## src/sv/fts_pkg.sv

```systemverilog
package fts_pkg;

   // Field widths fixed by the interface.
   localparam int DRAW_W = 24;
   localparam int TIME_W = 40;
   localparam int CSR_IDX_W = 2;
   localparam int CSR_DATA_W = 24;
   localparam int FPS_W = 24;
   localparam int FRAC_W = 17;
   localparam int HELD_W = 8;
   localparam int CAP_W = 8;

   // Default storage depths.
   localparam int DRAW_DEPTH_DEF = 128;
   localparam int ARRIVAL_DEPTH_DEF = 256;

   // Shared divider sizing: numerator covers the scaled rate, the draw sum and
   // the shifted over count; denominator covers a full time span.
   localparam int DIV_NUM_W = 48;
   localparam int DIV_DEN_W = 40;

   // One second in microseconds times 256 for the 16.8 rate.
   localparam logic [27:0] FPS_SCALE = 28'd256000000;
   localparam logic [FPS_W-1:0] FPS_MAX = {FPS_W{1'b1}};

   // Register indexes.
   localparam logic [CSR_IDX_W-1:0] CSR_CAPACITY = 2'd0;
   localparam logic [CSR_IDX_W-1:0] CSR_BUDGET = 2'd1;
   localparam logic [CSR_IDX_W-1:0] CSR_WINDOW = 2'd2;

   // Register reset values.
   localparam int CAPACITY_RST = 128;
   localparam logic [DRAW_W-1:0] BUDGET_RST = 24'd16667;
   localparam logic [DRAW_W-1:0] WINDOW_RST = 24'd1000000;

   // Request kinds.
   localparam logic REQ_FRAME = 1'b0;
   localparam logic REQ_TICK = 1'b1;

endpackage

```

## src/sv/fts_div.sv

```systemverilog
module fts_div (
   input  logic                          clock,
   input  logic                          reset,
   input  logic                          start,
   input  logic [fts_pkg::DIV_NUM_W-1:0] num,
   input  logic [fts_pkg::DIV_DEN_W-1:0] den,
   output logic                          done,
   output logic [fts_pkg::DIV_NUM_W-1:0] quo
);
   import fts_pkg::*;

   localparam int CNT_W = $clog2(DIV_NUM_W + 1);

   logic [DIV_DEN_W-1:0] rem_ff, rem_in;
   logic [DIV_NUM_W-1:0] quo_ff, quo_in;
   logic [DIV_DEN_W-1:0] den_ff;
   logic [CNT_W-1:0]     cnt_ff;
   logic                 run_ff;
   logic                 done_ff;
   logic [DIV_DEN_W:0]   trial;
   logic                 fits;

   // One restoring step per cycle: shift in the next numerator bit and try
   // to take the divisor away.
   always_comb begin
      trial = {rem_ff, quo_ff[DIV_NUM_W-1]};
      fits = trial >= {1'b0, den_ff};
      rem_in = fits ? DIV_DEN_W'(trial - {1'b0, den_ff}) : DIV_DEN_W'(trial);
      quo_in = {quo_ff[DIV_NUM_W-2:0], fits};
   end

   always_ff @(posedge clock) begin
      if (reset) begin
         run_ff <= 1'b0;
         done_ff <= 1'b0;
         cnt_ff <= '0;
      end else begin
         done_ff <= 1'b0;
         if (start) begin
            rem_ff <= '0;
            quo_ff <= num;
            den_ff <= den;
            cnt_ff <= CNT_W'(DIV_NUM_W);
            run_ff <= 1'b1;
         end else if (run_ff) begin
            rem_ff <= rem_in;
            quo_ff <= quo_in;
            cnt_ff <= cnt_ff - 1'b1;
            if (cnt_ff == CNT_W'(1)) begin
               run_ff <= 1'b0;
               done_ff <= 1'b1;
            end
         end
      end
   end

   assign done = done_ff;
   assign quo = quo_ff;

endmodule

```

## config.mk

```make
export PLATFORM = sky130hd
export DESIGN_NAME = fts_div
export DESIGN_NICKNAME = d
export VERILOG_FILES = /design/src/sv/fts_pkg.sv /design/src/sv/fts_div.sv
export SDC_FILE = /design/constraint.sdc
export NUM_CORES = 1
export LEC_CHECK = 0
export BUFFER_PORTS_ARGS = -buffer_cell sky130_fd_sc_hd__buf_2
export CAP_MARGIN = 10
export CELL_PAD_IN_SITES_DETAIL_PLACEMENT = 1
export CELL_PAD_IN_SITES_GLOBAL_PLACEMENT = 1
export CORE_MARGIN = 5
export CORE_UTILIZATION = 44
export DETAILED_ROUTE_END_ITERATION = 16
export PLACE_DENSITY = 0.79
export SLEW_MARGIN = 20
export SYNTH_ARGS = -nofsm -noshare
export SYNTH_HDL_FRONTEND = slang
export SYNTH_SLANG_ARGS = --single-unit
```

## constraint.sdc

```tcl
create_clock -name clock -period 5.7 [get_ports clock]
set_clock_uncertainty 0.15 [all_clocks]
set_input_delay 0 -clock clock [delete_from_list [all_inputs] [get_ports clock]]
set_output_delay 0 -clock clock [all_outputs]
set_load 0.03 [all_outputs]
```

==> qor.csv, run 1 <==
metric;value;unit
vias;6905;
peakVddDrop;0.000233;V
synthTopCellsByArea;edfxtp_1 (48%), mux2_2 (6.7%), ha_1 (6.6%);
power.share.clock;35.7;%
h-tree-depth;4;
antenna_found_initial;2;
fin_tns_setup;0;ns
cts_resized;0;
ys_types;62;
slew_viol_final;0;
first_pass_iters;5;
syn_to_final_growth;30.0;%
clock_latency;0.45;ns
crit_path_cell_trace;ha_1 -> nand2_2 -> or4_4 -> nor4b_2 -> a311oi_1 -> o21a_1 -> nand3_1 -> buf_4 -> nor2_1 -> a211oi_1;
syn_area;0.00796;mm^2
grt_use_total;26.2;%
p_int;2.17;mW
dieHeight;144;um
end_kind;flop;
maxSlewHeadroom;41.1;%
cpLargestDelayFamily;simple AND/OR/NAND/NOR gates;
synth.top_cell.area_share;48.3;%
ant_nets;0;
min_period;3.95;ns
hold_viol;0;
setup_violations;0;
status;completed;
critPathBufInv;1;
clkSinkCount;136;
async_flop_share;0;%
die-width;144;um
switching_share;33.8;%
dp_cells;1080;
drive_above_1_share;24.3;%
hold_path.class;in -> reg;
start_kind;flop;
critPathRequiredTime;5.73;ns
cts_buffers;17;
synth_most_common_cell;edfxtp_1;
port_buffers;139;
fin_cells;1204;
pwr-share-seq;38.1;%
path_class;reg -> reg;
synth_nets;877;
synth_warnings;0;
grt_start_max_net_pins;58;
core;0.0179;mm^2
wl_per_cell;22.3;um
rows;49;
ys_seq_area_share;50.3;%
dieArea;0.0209;mm^2
gp_congestion;0.872;
cp.arrival;3.98;ns
final_nets;1094;
cp_slowest_cell;or4_4;
clk_pin_slew;0.07;ns
fmax;253;MHz
power_leakage;4.25;nW
period_share;69.3;%
pin_count;140;
path_max_fanout;33;
critPathMaxStageDelay;0.59;ns
grt_pass1_vias;7493;
p_sw;1.10;mW
cts_tree;yes;
synthTopCellsByCount;edfxtp_1 (128), nand2_1 (70), a21oi_1 (63);
pwr-share-comb;26.3;%
power.density;316;mW/mm^2
grt_setup_unrepaired;false;
clockBufferDepth;2;
netlist_instances;743;
ys.flop_type;edfxtp_1;
grt.overflow.total;0;
cts_root_buffer;clkbuf_16;
drcViolationCount;0;
synth_edf_count;128;
synth-seq-cells;136;
rrSetupSlack;1.75;ns
start_util;44.5;%
wirelength;26.9;mm
drv_cap;0;
yosys.area.top_type;edfxtp_1;
viasPerCell;5.74;
drt_iter0_drc;502;
grt_pass1_wl;42.1;mm
worstMarginPinSlew;0.862;ns
synth.avg_cell_area;10.7;um^2
dpl.hpwl;16.1;mm
[worst paths after layout]
kind | startpoint | to | cells past startpoint
hold reg to reg | quo[38] | quo[39] | 1
hold / removal | den[5] | den_ff[5] | 2
setup / recovery | rem_ff[29] | rem_ff[32] | 10
setup reg to reg | rem_ff[29] | rem_ff[32] | 10
[routing by layer]
metal | up-vias | GRT usage (%) | routed length, um
met2 | 253 | 45.9 | 13600
li1 | 3212 | - | -
met5 | - | 0 | 0
met3 | 37 | 6.81 | 1770
met4 | 0 | 7.31 | 472
met1 | 3403 | 32.1 | 11100
[state kept, by name, summed over array words and instances (netlist names)]
| register | flops |
|---|---|
| cnt_ff | 6 |
| den_ff | 40 |
| done | 1 |
| quo | 48 |
| rem_ff | 40 |
| run_ff | 1 |
[cells by family after synthesis]
| group | Yosys count | share of synthesized area, % |
|---|---|---|
| AO/OA/AOI/OAI | 184 | 15.3 |
| XOR/XNOR | 28 | 3.08 |
| adder cells (fa/ha/maj) | 43 | 6.86 |
| buffers and inverters | 88 | 4.45 |
| flip-flops | 136 | 50.3 |
| multiplexers | 48 | 6.78 |
| AND/OR/NAND/NOR | 216 | 13.3 |
[placed cells by master, fill, tap and decap left out, types with 5 or more instances in the layout]
cell | Yosys | layout
and2_1 | 9 | 9
inv_1 | 51 | 51
a21o_1 | 18 | 18
edfxtp_1 | 128 | 128
a211oi_1 | 21 | 21
ha_1 | 42 | 42
nand3_1 | 14 | 14
dfxtp_1 | 8 | 8
mux2_2 | 47 | 47
nand2_1 | 70 | 70
dlygate4sd3_1 | 0 | 90
xnor2_1 | 20 | 20
o21a_1 | 7 | 7
or3_1 | 6 | 6
nor3_1 | 26 | 26
xor2_1 | 8 | 8
a21oi_1 | 63 | 63
inv_8 | 0 | 5
nor2b_1 | 6 | 6
nand4_1 | 17 | 17
buf_2 | 6 | 138
o21ai_0 | 24 | 24
and3_1 | 8 | 8
or3b_1 | 5 | 5
buf_4 | 0 | 7
clkbuf_16 | 0 | 17
nor2_1 | 44 | 42
[power by group through the flow]
| stage | clock (mW) | combinational (mW) | sequential, mW |
|---|---|---|---|
| 2_1_floorplan | 0 | 0.528 | 1.30 |
| 3_3_place_gp | 0 | 0.757 | 1.26 |
| 3_5_place_dp | 0 | 0.774 | 1.26 |
| 4_1_cts | 1.16 | 0.832 | 1.24 |
| 5_1_grt | 1.22 | 0.939 | 1.25 |
| 6_report | 1.17 | 0.859 | 1.25 |
[layout make-up]
cell class                      instances  area, um^2
Antenna cell                            2        5.00
Clock buffer                           17         425
Clock inverter                         15         178
Fill cell                            1943        7550
Inverter                               51         191
Multi-Input combinational cell        519        3610
Sequential cell                       136        4000
Tap cell                              229         287
Timing Repair Buffer                  235        1640
[metrics by stage]
step	hold WS (ns)	utilization [%]	power (mW)	setup slack [ns]	instance area (um^2)
after floorplan	-0.0511	-	1.82	0.512	7960
after global placement	0.0269	49.4	2.01	2.02	8840
after detailed placement	0.0288	49.4	2.03	1.94	8840
after CTS	0.109	57.8	3.23	1.87	10300
after global routing	0.111	57.8	3.41	1.50	10300
final	0.113	57.8	3.27	1.75	10300
[timing repair]
item                                   CTS  global route
endpoints found under the hold margin   98             0
hold buffers                            90             0
setup buffers                            0             0
(Power assumes the default switching activity.)
==> inputs of run 2 (changes only) <==
==> constraint.sdc (replaced) <==
create_clock -name clock -period 3.8 [get_ports clock]
set_clock_uncertainty 0.15 [all_clocks]
set_input_delay 0 -clock clock [delete_from_list [all_inputs] [get_ports clock]]
set_output_delay 0 -clock clock [all_outputs]
set_load 0.03 [all_outputs]
==> qor.csv, run 2 (same netlist as run 1, synthesis figures left out) <==
metric;value;unit;change
drcViolationCount;0;;unchanged
cts_root_buffer;clkbuf_16;;
final_common_cell;buf_2;;
start_util;44.5;%;unchanged
rr_startpoint;quo[47];;
hold_path.class;in -> reg;;
start_kind;flop;;
pin_count;140;;unchanged
die-width;144;um;unchanged
drv_cap;0;;unchanged
dpl.hpwl;15.9;mm;-0.91%
status;completed;;
first_pass_iters;5;;unchanged
r2r-end;rem_ff[34];;
cts_buffers;17;;unchanged
viasPerCell;5.70;;-0.53%
dieArea;0.0209;mm^2;unchanged
grt_pass1_wl;41.1;mm;-2.4%
path_max_fanout;4;;-88%
period_share;93.9;%;+25 points
ant_nets;0;;unchanged
port_buffers;139;;unchanged
final_cell_mix;buf_2 (138), edfxtp_1 (128), dlygate4sd3_1 (89);;
grt_setup_unrepaired;false;;
clockBufferDepth;2;;unchanged
nFillCells;1910;;-1.7%
antenna_found_initial;0;;-2
maxSlewHeadroom;46.0;%;+5.0 points
critPathRequiredTime;3.95;ns;-1.78 ns
path_class;reg -> reg;;
slew_viol_final;0;;unchanged
drt_iter0_drc;485;;-3.4%
clkSinkCount;136;;unchanged
power_leakage;4.27;nW;+0.37%
final_core_util;57.9;%;+0.13 points
final_area;0.0104;mm^2;+0.22%
reg2regPathDepth;12;;+2
fin_tns_setup;0;ns;unchanged
drive_above_1_share;24.5;%;+0.23 points
largest_register_ffs;48;;unchanged
startpoint;quo[47];;
gp_congestion;0.861;;-1.2%
hold_start;start;;
wirelength;26.3;mm;-2.1%
core;0.0179;mm^2;unchanged
fmax;280;MHz;+11%
clk_pin_slew;0.07;ns;about the same
power.density;471;mW/mm^2;+49%
rows;49;;unchanged
cts_resized;0;;unchanged
crit_end;rem_ff[34];;
hold_viol;0;;unchanged
antennaDiodeCount;0;;-2
syn_to_final_growth;30.3;%;
h-tree-depth;4;;unchanged
peakVddDrop;0.000331;V;+42%
min_period;3.57;ns;-0.379 ns
hold_slack;0.0242;ns;-0.0885 ns
cp.arrival;3.72;ns;-0.26 ns
grt.overflow.total;0;;unchanged
final_nets;1097;;+0.27%
vias;6874;;-0.45%
dieHeight;144;um;unchanged
setup_violations;0;;unchanged
grt_use_total;25.7;%;-0.51 points
fin_cells;1205;;+0.083%
dp_cells;1084;;+0.37%
worstMarginPinSlew;0.810;ns;-0.0520 ns
grt_start_max_net_pins;89;;+53%
wl_per_cell;21.8;um;-2.2%
clock_latency;0.44;ns;about the same
cts_tree;yes;;
rrSetupSlack;0.23;ns;-1.52 ns
dpl_cell_area;0.00889;mm^2;+0.62%
end_kind;flop;;
grt_pass1_vias;7543;;+0.67%
[run 2: what timing repair did]
action	CTS	global route
hold buffers	89	0
setup buffers	0	0
endpoints found under the hold margin	96	0
[run 2: metal layers]
layer	wire (um)	vias to the layer above	GRT usage (%)
met5	0	-	0
met4	509	0	7.56
met3	1910	46	8.30
met2	12900	250	43.6
met1	11000	3361	31.5
li1	-	3217	-
[run 2: final cells by class]
class / count / area [um^2] / share of cell area (%)
clock buffer: 17 / 425 / 4.10
clock inverter: 15 / 160 / 1.54
inverter: 51 / 191 / 1.85
multi-input combinational: 519 / 3610 / 34.9
sequential: 136 / 4000 / 38.6
tap: 229 / 287 / 2.76
timing repair buffer: 238 / 1690 / 16.3
[run 2: power by group]
group          leakage [nW]  switching (mW)  internal [mW]  total [mW]
Clock                 0.282           0.783          0.930        1.71
Sequential             1.29          0.0698           1.80        1.87
Combinational          2.70           0.778          0.527        1.31
Total                  4.27            1.63           3.25        4.89
[run 2: critical path, stage by stage, from the launching register on]
cell and delay, ns:
edfxtp_1 0.42, inv_1 0.07, ha_1 0.23, fa_1 0.40, nor2b_1 0.19, o2111ai_1 0.15, a31oi_1 0.41, o221ai_1 0.34
a21boi_0 0.34, buf_4 0.20, a2111oi_0 0.09, a31oi_1 0.22, a32o_1 0.21
[run 2: worst min-delay path by stage]
stage	endpoint	slack [ns]	depth (start not counted)
after global routing	quo[30]	0.01	2
after floorplan	den_ff[0]	-0.05	0
after global placement	den_ff[38]	0.03	1
after detailed placement	den_ff[27]	0.03	1
after CTS	quo[19]	0.01	2
final	quo[30]	0.02	2
[run 2: through the flow]
stage          setup WS, ns  power (mW)
2_1_floorplan        0.0856        2.73
3_5_place_dp          0.345        3.08
6_report              0.231        4.89
3_3_place_gp          0.348        3.04
5_1_grt              0.0218        5.11
4_1_cts               0.323        4.85
==> inputs of run 3 (changes only) <==
==> constraint.sdc (replaced) <==
create_clock -name clock -period 3.8 [get_ports clock]
set_clock_uncertainty 0.15 [all_clocks]
set_input_delay 0.76 -clock clock [delete_from_list [all_inputs] [get_ports clock]]
set_output_delay 0.76 -clock clock [all_outputs]
set_load 0.03 [all_outputs]
==> qor.csv, run 3 (same netlist as run 1, synthesis figures left out) <==
metric;value;unit;change
status;completed;;
grt_setup_unrepaired;false;;
critPathRequiredTime;3.93;ns;-0.02 ns
start_util;44.5;%;unchanged
critPathBufInv;1;;-1
drcViolationCount;0;;unchanged
antenna_found_initial;1;;+1
hold_viol;0;;unchanged
hold_path_depth;1;;-1
reg2regPathDepth;10;;-2
worstMarginPinSlew;0.656;ns;-0.153 ns
min_period;3.50;ns;-0.0659 ns
cp.arrival;3.63;ns;-0.09 ns
gp_congestion;0.875;;+1.5%
drive_above_1_share;27.2;%;+2.7 points
clkSinkCount;136;;unchanged
syn_to_final_growth;19.5;%;
fmax;285;MHz;+1.9%
cp_num_cells;10;;-2
clockBufferDepth;2;;unchanged
end_kind;flop;;
period_share;92.2;%;-1.7 points
clk_pin_slew;0.06;ns;about the same
cts_tree;yes;;
cts_root_buffer;clkbuf_16;;
cts_hold_buf;0;;-100%
vias;6278;;-8.7%
maxSlewHeadroom;56.0;%;+9.9 points
crit_path_cell_trace;ha_1 -> and2_1 -> and3_1 -> a221oi_1 -> o21ai_0 -> nand4_1 -> and3_1 -> buf_12 -> or3b_1 -> a21oi_1;;
cts_resized;0;;unchanged
cp_slowest_cell;o21ai_0;;
cpLargestDelayFamily;simple AND/OR/NAND/NOR gates;;
grt.overflow.total;0;;unchanged
first_pass_iters;4;;-1
peakVddDrop;0.000348;V;+5.1%
pin_count;140;;unchanged
rows;49;;unchanged
path_max_fanout;28;;+24
final_common_cell;buf_2;;
drv_cap;0;;unchanged
antennaDiodeCount;0;;unchanged
hold_path.class;in -> reg;;
ant_nets;0;;unchanged
final_cell_mix;buf_2 (138), edfxtp_1 (128), nand2_1 (70);;
largest_register_ffs;48;;unchanged
dpl.hpwl;15.8;mm;-0.86%
dieArea;0.0209;mm^2;unchanged
wirelength;22.0;mm;-17%
drt_iter0_drc;300;;-38%
grt_use_total;21.7;%;-4.0 points
slew_viol_final;0;;unchanged
postCtsSetupBuffers;0;;unchanged
viasPerCell;5.61;;-1.7%
power.density;499;mW/mm^2;+6.0%
grt_start_max_net_pins;67;;-25%
fin_tns_setup;0;ns;unchanged
grt_pass1_vias;6856;;-9.1%
cts_buffers;17;;unchanged
dieHeight;144;um;unchanged
clock_latency;0.43;ns;about the same
grt_pass1_wl;35.6;mm;-13%
hold_slack;0.349;ns;+0.324 ns
setup_violations;0;;unchanged
final_nets;1011;;-7.8%
start_kind;flop;;
core;0.0179;mm^2;unchanged
cpMostUsedCell;and3_1;;
h-tree-depth;4;;unchanged
power_leakage;3.92;nW;-8.2%
critPathMaxStageDelay;0.44;ns;+0.02 ns
die-width;144;um;unchanged
port_buffers;139;;unchanged
path_class;reg -> reg;;
wl_per_cell;19.6;um;-10%
-- run 3: cell count changes in the layout (fill, tap and decap cells not counted), moves of 2 or more --
cell / change
dlygate4sd3_1: -89
inv_8: -2
buf_4: +3
clkinv_4: +3
-- run 3: per-stage QoR --
step	power [mW]	cells	worst slack (ns)	cell area, um^2	utilization (%)
2_1_floorplan	2.73	743	0.299	7970	-
3_3_place_gp	3.04	1087	0.352	8920	49.8
3_5_place_dp	3.08	1087	0.320	8920	49.8
4_1_cts	4.78	1119	0.256	9510	53.1
5_1_grt	5.00	1119	0.00841	9510	53.1
6_report	4.75	1119	0.296	9510	53.1
-- run 3: report_power, final --
part	switching (mW)	internal [mW]
Clock	0.705	0.980
Combinational	0.733	0.469
Sequential	0.0617	1.80
Total	1.50	3.25
-- run 3: layout make-up --
type	instances	area (um^2)
fillers	1997	8390
flip-flops and latches	136	4000
multi-input cells	519	3610
repair buffers	152	821
clock buffers	17	425
well taps	229	287
inverters	51	191
clock inverters	15	166
-- run 3: path summary, 6_finish.rpt --
check	from	endpoint	slack [ns]
max	rem_ff[25]	rem_ff[31]	0.30
min reg2reg	cnt_ff[1]	cnt_ff[1]	0.39
max reg2reg	rem_ff[25]	rem_ff[31]	0.30
min	den[5]	den_ff[5]	0.35
-- run 3: per-layer routing --
| layer | GRT usage (%) | vias up | part of all wire (%) |
|---|---|---|---|
| met5 | 0 | - | 0.059 |
| met3 | 8.23 | 27 | 8.5 |
| li1 | - | 3043 | - |
| met1 | 27.0 | 3032 | 42 |
| met2 | 35.6 | 174 | 48 |
| met4 | 5.89 | 2 | 1.4 |
